[config.mk]
export PLATFORM = sky130hd
export DESIGN_NAME = capacitive_humidity_converter_unit
export DESIGN_NICKNAME = d
export VERILOG_FILES = /design/src/hw/rtl/chc_pkg.sv /design/src/hw/rtl/capacitive_humidity_converter_unit.sv /design/src/hw/rtl/chc_prep.sv /design/src/hw/rtl/chc_div_stage.sv /design/src/hw/rtl/chc_humid.sv
export SDC_FILE = /design/constraint.sdc
export NUM_CORES = 2
export LEC_CHECK = 0
export ABC_CLOCK_PERIOD_IN_PS = 14500
export BUFFER_PORTS_ARGS = -buffer_cell sky130_fd_sc_hd__buf_2
export CAP_MARGIN = 20
export CORE_MARGIN = 4
export CORE_UTILIZATION = 60
export DETAILED_ROUTE_END_ITERATION = 7
export PLACE_DENSITY = 0.88
export SLEW_MARGIN = 5
export SYNTH_ARGS = -nofsm -noshare
export SYNTH_HDL_FRONTEND = slang
export SYNTH_HIERARCHICAL = 1
export SYNTH_SLANG_ARGS = --single-unit
[constraint.sdc]
create_clock -name clk -period 14.5 [get_ports clk]
set_clock_uncertainty 0.05 [all_clocks]
set_input_delay 0 -clock clk [delete_from_list [all_inputs] [get_ports clk]]
set_output_delay 0 -clock clk [all_outputs]
set_load 0.02 [all_outputs]
[src/hw/rtl/chc_pkg.sv]
// shared types and constants for the capacitive humidity converter
// no dependencies; imported by every module of the block
package chc_pkg;

  // input word: raw counts from the sensing and the reference capacitor
  typedef struct packed {
    logic [15:0] sensor_count;
    logic [15:0] reference_count;
  } in_word_t;

  // result word
  typedef struct packed {
    logic [15:0] sensor_capacitance;
    logic [9:0]  relative_humidity;
    logic        reference_invalid;
  } out_word_t;

  // divider working word: remainder, numerator bits shifting out / quotient shifting in
  typedef struct packed {
    logic [15:0] rem;
    logic [15:0] work;
    logic [15:0] den;
    logic        ref_inv;
    logic        cap_zero;
    logic        cap_sat;
  } div_word_t;

  // configuration register indexes
  localparam logic [1:0] REG_OFFSET  = 2'd0;
  localparam logic [1:0] REG_SPAN    = 2'd1;
  localparam logic [1:0] REG_NOMINAL = 2'd2;

  localparam logic [15:0] OFFSET_RST  = 16'd1536;
  localparam logic [11:0] SPAN_RST    = 12'd1780;
  localparam logic [15:0] NOMINAL_RST = 16'd1850;

  localparam logic [15:0] CAP_MAX = 16'hFFFF;

  // divider layout: 16 quotient bits over 4 stages
  localparam int DIV_STAGES          = 4;
  localparam int DIV_STEPS_PER_STAGE = 4;

  // humidity: beyond +-200 counts of delta the result always clamps
  localparam logic [16:0] DELTA_LIM = 17'd200;
  // 100 * ceil(2^20 / 31): exact for |delta| * 100 up to 34952
  localparam logic [29:0] RECIP_K     = 30'd3382600;
  localparam logic [11:0] RH_NOMINAL  = 12'd550;
  localparam logic [11:0] RH_MAX      = 12'd1000;

endpackage

[src/hw/rtl/capacitive_humidity_converter_unit.sv]
// top level of the capacitive humidity converter: config registers and pipeline control
// depends on chc_pkg, chc_prep, chc_div_stage, chc_humid
//
// usage
// - input channel in_valid / in_stall / in_word: one word holds a sensor count and a
//   reference count; a word is taken at a clock edge with in_valid high and in_stall low
// - result channel out_valid / out_stall / out_word: capacitance in 0.1 pF (saturated
//   to 16 bits), humidity in 0.1 percent (0..1000) and the reference-invalid flag
// - config channel cfg_valid / cfg_ready / cfg_index / cfg_data: index 0 offset count,
//   1 capacitance span, 2 nominal capacitance; cfg_ready is always high, other indexes
//   are dropped; write only while no word is in flight
// - pipeline: 10 register stages (3 front stages, 4 divider stages of 4 quotient bits
//   each, 3 humidity stages with the result register last)
// - throughput: one word per cycle while out_stall is low, set by the fully pipelined divider
// - stall: every stage holds its word while the stage after it is full and stalled;
//   empty stages keep filling, so in_stall rises only once all 10 stages are full
// - reset: synchronous, active low; empties the pipeline and loads the default
//   offset 1536, span 1780 and nominal 1850
module capacitive_humidity_converter_unit import chc_pkg::*; (
  input  logic        clk,
  input  logic        rst_n,
  input  logic        in_valid,
  output logic        in_stall,
  input  in_word_t    in_word,
  output logic        out_valid,
  input  logic        out_stall,
  output out_word_t   out_word,
  input  logic        cfg_valid,
  output logic        cfg_ready,
  input  logic [1:0]  cfg_index,
  input  logic [15:0] cfg_data
);

  localparam int NSTG = 3 + DIV_STAGES + 3;

  // configuration registers
  logic [15:0] offset_r;
  logic [11:0] span_r;
  logic [15:0] nominal_r;

  // per-stage valid and advance
  logic [NSTG-1:0] vld;
  logic [NSTG-1:0] en;

  div_word_t div_w [DIV_STAGES+1];

  assign cfg_ready = 1'b1;

  always_ff @(posedge clk) begin
    if (!rst_n) begin
      offset_r  <= OFFSET_RST;
      span_r    <= SPAN_RST;
      nominal_r <= NOMINAL_RST;
    end else if (cfg_valid && cfg_ready) begin
      unique case (cfg_index)
        REG_OFFSET:  offset_r  <= cfg_data;
        REG_SPAN:    span_r    <= cfg_data[11:0];
        REG_NOMINAL: nominal_r <= cfg_data;
        default: ;
      endcase
    end
  end

  // a stage advances when it is empty or the next stage advances
  always_comb begin
    en[NSTG-1] = !vld[NSTG-1] || !out_stall;
    for (int k = NSTG - 2; k >= 0; k--) begin
      en[k] = !vld[k] || en[k+1];
    end
  end

  assign in_stall = !en[0];

  chc_prep u_prep (
    .clk              (clk),
    .rst_n            (rst_n),
    .adv              (en[2:0]),
    .in_vld           (in_valid),
    .in_word          (in_word),
    .offset_count     (offset_r),
    .capacitance_span (span_r),
    .vld              (vld[2:0]),
    .div_word         (div_w[0])
  );

  // divider stages, each resolving a nibble of the quotient
  for (genvar g = 0; g < DIV_STAGES; g++) begin : g_div
    chc_div_stage u_div (
      .clk     (clk),
      .rst_n   (rst_n),
      .adv     (en[3+g]),
      .in_vld  (vld[2+g]),
      .div_in  (div_w[g]),
      .vld     (vld[3+g]),
      .div_out (div_w[g+1])
    );
  end

  chc_humid u_humid (
    .clk                 (clk),
    .rst_n               (rst_n),
    .adv                 (en[NSTG-1:NSTG-3]),
    .in_vld              (vld[NSTG-4]),
    .div_word            (div_w[DIV_STAGES]),
    .nominal_capacitance (nominal_r),
    .vld                 (vld[NSTG-1:NSTG-3]),
    .out_word            (out_word)
  );

  assign out_valid = vld[NSTG-1];

endmodule

[src/hw/rtl/chc_prep.sv]
// front stages: count differences, span multiply, overflow check, divider setup
// depends on chc_pkg
module chc_prep import chc_pkg::*; (
  input  logic        clk,
  input  logic        rst_n,
  input  logic [2:0]  adv,
  input  logic        in_vld,
  input  in_word_t    in_word,
  input  logic [15:0] offset_count,
  input  logic [11:0] capacitance_span,
  output logic [2:0]  vld,
  output div_word_t   div_word
);

  logic [2:0]  vld_r;
  logic [16:0] sens_diff;
  logic [16:0] ref_diff;
  logic [15:0] diff_r;
  logic        neg_r;
  logic [15:0] den_r;
  logic        inv_r;
  logic [27:0] num2_r;
  logic [15:0] den2_r;
  logic        zero2_r;
  logic        inv2_r;
  logic        ovf;
  div_word_t   div_word_r;

  assign sens_diff = {1'b0, in_word.sensor_count} - {1'b0, offset_count};
  assign ref_diff  = {1'b0, in_word.reference_count} - {1'b0, offset_count};
  assign ovf       = {4'b0, num2_r[27:16]} >= den2_r;

  always_ff @(posedge clk) begin
    if (!rst_n) begin
      vld_r <= '0;
    end else begin
      if (adv[0]) vld_r[0] <= in_vld;
      if (adv[1]) vld_r[1] <= vld_r[0];
      if (adv[2]) vld_r[2] <= vld_r[1];
    end
  end

  always_ff @(posedge clk) begin
    if (adv[0]) begin
      diff_r <= sens_diff[15:0];
      neg_r  <= sens_diff[16];
      den_r  <= ref_diff[15:0];
      // reference at or below offset
      inv_r  <= ref_diff[16] || (ref_diff[15:0] == 16'd0);
    end
    if (adv[1]) begin
      num2_r  <= 28'(diff_r) * 28'(capacitance_span);
      den2_r  <= den_r;
      zero2_r <= neg_r;
      inv2_r  <= inv_r;
    end
    if (adv[2]) begin
      div_word_r.rem      <= ovf ? 16'd0 : {4'b0, num2_r[27:16]};
      div_word_r.work     <= num2_r[15:0];
      div_word_r.den      <= den2_r;
      div_word_r.ref_inv  <= inv2_r;
      div_word_r.cap_zero <= zero2_r;
      div_word_r.cap_sat  <= ovf;
    end
  end

  assign vld      = vld_r;
  assign div_word = div_word_r;

endmodule

[src/hw/rtl/chc_div_stage.sv]
// one registered stage of the restoring divider, DIV_STEPS_PER_STAGE (4) quotient bits per stage
// depends on chc_pkg
module chc_div_stage import chc_pkg::*; (
  input  logic      clk,
  input  logic      rst_n,
  input  logic      adv,
  input  logic      in_vld,
  input  div_word_t div_in,
  output logic      vld,
  output div_word_t div_out
);

  function automatic div_word_t div_step(input div_word_t d);
    div_word_t   r;
    logic [16:0] t;
    logic [16:0] diff;
    r    = d;
    t    = {d.rem, d.work[15]};
    diff = t - {1'b0, d.den};
    if (!diff[16]) begin
      r.rem  = diff[15:0];
      r.work = {d.work[14:0], 1'b1};
    end else begin
      r.rem  = t[15:0];
      r.work = {d.work[14:0], 1'b0};
    end
    return r;
  endfunction

  logic      vld_r;
  div_word_t div_r;
  div_word_t stp [DIV_STEPS_PER_STAGE+1];

  always_comb begin
    stp[0] = div_in;
    for (int i = 0; i < DIV_STEPS_PER_STAGE; i++) begin
      stp[i+1] = div_step(stp[i]);
    end
  end

  always_ff @(posedge clk) begin
    if (!rst_n) begin
      vld_r <= 1'b0;
    end else if (adv) begin
      vld_r <= in_vld;
    end
  end

  always_ff @(posedge clk) begin
    if (adv) begin
      div_r <= stp[DIV_STEPS_PER_STAGE];
    end
  end

  assign vld     = vld_r;
  assign div_out = div_r;

endmodule

[src/hw/rtl/chc_humid.sv]
// back stages: capacitance select, humidity scaling by 100/31, clamp, result register
// depends on chc_pkg
module chc_humid import chc_pkg::*; (
  input  logic        clk,
  input  logic        rst_n,
  input  logic [2:0]  adv,
  input  logic        in_vld,
  input  div_word_t   div_word,
  input  logic [15:0] nominal_capacitance,
  output logic [2:0]  vld,
  output out_word_t   out_word
);

  logic [2:0]        vld_r;
  logic [15:0]       cap;
  logic [16:0]       delta;
  logic [16:0]       mag;
  logic [16:0]       mag_lim;
  logic [15:0]       cap1_r;
  logic              sign1_r;
  logic [7:0]        abs1_r;
  logic              inv1_r;
  logic [29:0]       prod;
  logic [9:0]        q2_r;
  logic              sign2_r;
  logic [15:0]       cap2_r;
  logic              inv2_r;
  logic signed [11:0] rh;
  logic [9:0]        rh_clamp;
  out_word_t         out_r;

  always_comb begin
    // a sensor count below offset wins over the overflow check of its wrapped product
    if (div_word.cap_zero) begin
      cap = 16'd0;
    end else if (div_word.cap_sat) begin
      cap = CAP_MAX;
    end else begin
      cap = div_word.work;
    end
    delta   = {1'b0, cap} - {1'b0, nominal_capacitance};
    mag     = delta[16] ? (17'd0 - delta) : delta;
    mag_lim = (mag > DELTA_LIM) ? DELTA_LIM : mag;
  end

  assign prod = 30'(abs1_r) * RECIP_K;

  always_comb begin
    rh = sign2_r ? $signed(RH_NOMINAL - 12'(q2_r)) : $signed(RH_NOMINAL + 12'(q2_r));
    if (rh < 12'sd0) begin
      rh_clamp = 10'd0;
    end else if (rh > $signed(RH_MAX)) begin
      rh_clamp = RH_MAX[9:0];
    end else begin
      rh_clamp = rh[9:0];
    end
  end

  always_ff @(posedge clk) begin
    if (!rst_n) begin
      vld_r <= '0;
    end else begin
      if (adv[0]) vld_r[0] <= in_vld;
      if (adv[1]) vld_r[1] <= vld_r[0];
      if (adv[2]) vld_r[2] <= vld_r[1];
    end
  end

  always_ff @(posedge clk) begin
    if (adv[0]) begin
      cap1_r  <= cap;
      sign1_r <= delta[16];
      abs1_r  <= mag_lim[7:0];
      inv1_r  <= div_word.ref_inv;
    end
    if (adv[1]) begin
      q2_r    <= prod[29:20];
      sign2_r <= sign1_r;
      cap2_r  <= cap1_r;
      inv2_r  <= inv1_r;
    end
    if (adv[2]) begin
      out_r.sensor_capacitance <= inv2_r ? 16'd0 : cap2_r;
      out_r.relative_humidity  <= inv2_r ? 10'd0 : rh_clamp;
      out_r.reference_invalid  <= inv2_r;
    end
  end

  assign vld      = vld_r;
  assign out_word = out_r;

endmodule
==> summary.md <==
| Metric | Value |
|---|---|
| IO Pins | `85` |
| Die X | `272 um` |
| Insertion delay to the later sink of the worst-skew pair | `0.63 ns` |
| Area Growth Syn to Fin | `7.84%` |
| CTS buffer count | `47` |
| TritonCTS Sinks | `434` |
| WS Path Type | `reg -> reg` |
| Total global-route track usage | `0.296` |
| Worst slew margin | `0.342` |
| # diodes | `0` |
| Worst R2R Path Depth | `45` |
| Worst Path Arrival | `13.51 ns` |
| Setup TNS | `0 ns` |
| Crit end category | `flop` |
| Setup Buffers After CTS | `0` |
| Vias | `35016` |
| Hold_buf cts | `52` |
| Avg WL per Cell | `20.6 um` |
| Period Utilization, post-route | `0.912` |
| Min cycle time layout | `13.22 ns` |
| Final hold vios | `0` |
| Drt first pass iters | `8` |
| Max Freq | `75.6 MHz` |
| Worst r2r src | `g_div[0].u_div/div_out[4]` |
| Avg Vias per Cell | `6.41` |
| Placed inst area | `0.0429 mm2` |
| Synth warnings | `6` |
| Starting Density | `0.607` |
| Synthesized area | `0.0417 mm2` |
| Post-route cell area | `0.0450 mm2` |
| Slowest stage cell, crit path | `edfxtp_1` |
| RSZ-0062 raised after global routing | `no` |
| Hold Crit Depth | `4` |
| Wirelength, routed | `113000 um` |
| Most frequent CP cell | `o21ai_0` |
| Post-DRT Antenna Nets | `0` |
| R2R setup slack | `1.28 ns` |
| First-iteration detailed-routing DRC count | `3774` |
| CP Buf/Inv Count | `5` |
| Max_cap viols | `0` |
| Worst-path fanout max | `33` |
| Hold path startpoint | `in_word[1]` |
| Post-CTS Resized | `0` |
| Status | `finished with violations` |
| Initial antenna violation count | `1` |
| Synth Area per Inst | `9.46 um2` |
| Failing checks | `DRC` |
| Final Setup Violations | `0` |
| Core area | `0.0687 mm2` |
| CP top delay family | `compound AO/OA/AOI/OAI gates` |
| Pre-CTS setup slack | `1.79 ns` |
| Vias in the first global route | `34627` |
| Dpl hpwl | `80300 um` |
| Worst Slack Setup Final | `1.28 ns` |
| Worst-Margin Slew | `0.960 ns` |
| Gr ovfl total | `0` |
| Final Wtd Congestion | `0.982` |
| Cell count after synthesis | `4411` |
| PortBufs | `83` |
| Crit-path max cell delay | `0.65 ns` |
| Required time worst endpoint | `14.79 ns` |
| WHS Endpoint | `u_prep/den_r[1]` |
| Fin nets | `5189` |
| First-pass GRT wire length | `179000 um` |
| Pin count of the biggest net entering global routing | `73` |
| Proportion of layout cells with a drive suffix above 1 | `0.0684` |
| Worst setup SP type | `flop` |
| Worst hold path type | `in -> reg` |
| CTS Buffer Depth | `3` |
| H-tree depth | `2` |
| # rows | `96` |
| Slew Viols, Final | `0` |
| Worst R2R End | `g_div[1].u_div/div_out[45]` |
| CTS clk-pin slew, worst paths | `0.08 ns` |
| Full die area | `0.0738 mm2` |
| Die H | `272 um` |
| Hold WS | `0.0398 ns` |
| CTS root buf | `clkbuf_16` |
| Post-route DRC | `1` |
| CTS tree | `yes` |
[placed cells by master, fill, tap and decap left out, types with 42 or more instances in the layout]
cell and n:
nand3_1 68, a21o_1 104, and2_1 88, nand2_1 418
nor3_1 87, dfxtp_1 54, a21oi_1 249, inv_1 480
ha_1 448, mux2i_1 74, xnor2_1 170, o21a_1 57
mux2_2 42, edfxtp_1 380, nor2_1 278, xor2_1 88
nand2b_1 66, clkbuf_16 48, o21ai_0 190, nor2b_1 105
fa_1 191, dlygate4sd3_1 52, buf_2 83
[layer usage]
layer,vias to the layer above,track usage,share of wire
met5,-,0,0.00012
met4,2,0.178,0.072
met3,599,0.0555,0.086
met2,2076,0.502,0.47
met1,16487,0.350,0.37
li1,15852,-,-
[registers in the layout, indices dropped and copies added (netlist names), 27 cells and up]
signal / cells
u_prep/num2_r: 28
u_prep/div_word: 47
u_humid/out_word: 27
g_div.u_div/div_out: 172
[worst max-delay path by stage]
| stage | from | end | slack, ns | cells past startpoint |
|---|---|---|---|---|
| final | g_div[0].u_div/div_out[4] | g_div[1].u_div/div_out[45] | 1.28 | 45 |
| after global placement | g_div[1].u_div/div_out[4] | g_div[2].u_div/div_out[49] | 2.09 | 46 |
| after detailed placement | g_div[1].u_div/div_out[4] | g_div[2].u_div/div_out[49] | 1.79 | 46 |
| after floorplan | g_div[1].u_div/div_out[4] | g_div[2].u_div/div_out[37] | 3.31 | 47 |
| after CTS | g_div[1].u_div/div_out[4] | g_div[2].u_div/div_out[49] | 1.74 | 46 |
| after global routing | g_div[0].u_div/div_out[4] | g_div[1].u_div/div_out[44] | 0.52 | 45 |
[worst min-delay path, stage by stage]
cell	delay, ns
buf_2	0.13
inv_1	0.08
fa_1	0.26
inv_1	0.07
[final cells by class]
| type | count | area (um2) |
|---|---|---|
| Fill cell | 4892 | 23700 |
| Sequential cell | 434 | 12500 |
| Clock buffer | 61 | 1260 |
| Inverter | 491 | 1850 |
| Multi-Input combinational cell | 3366 | 26800 |
| Timing Repair Buffer | 155 | 1110 |
| Tap cell | 931 | 1160 |
| Clock inverter | 24 | 305 |
[stage by stage]
stage / std cells / utilization
after floorplan: 4414 / -
after global placement: 5324 / 0.624
after detailed placement: 5324 / 0.624
after CTS: 5461 / 0.654
after global routing: 5462 / 0.655
final: 5462 / 0.655
Power is not shown: default switching activity piles up to over one toggle a cycle in this logic, so the estimate is an artifact.
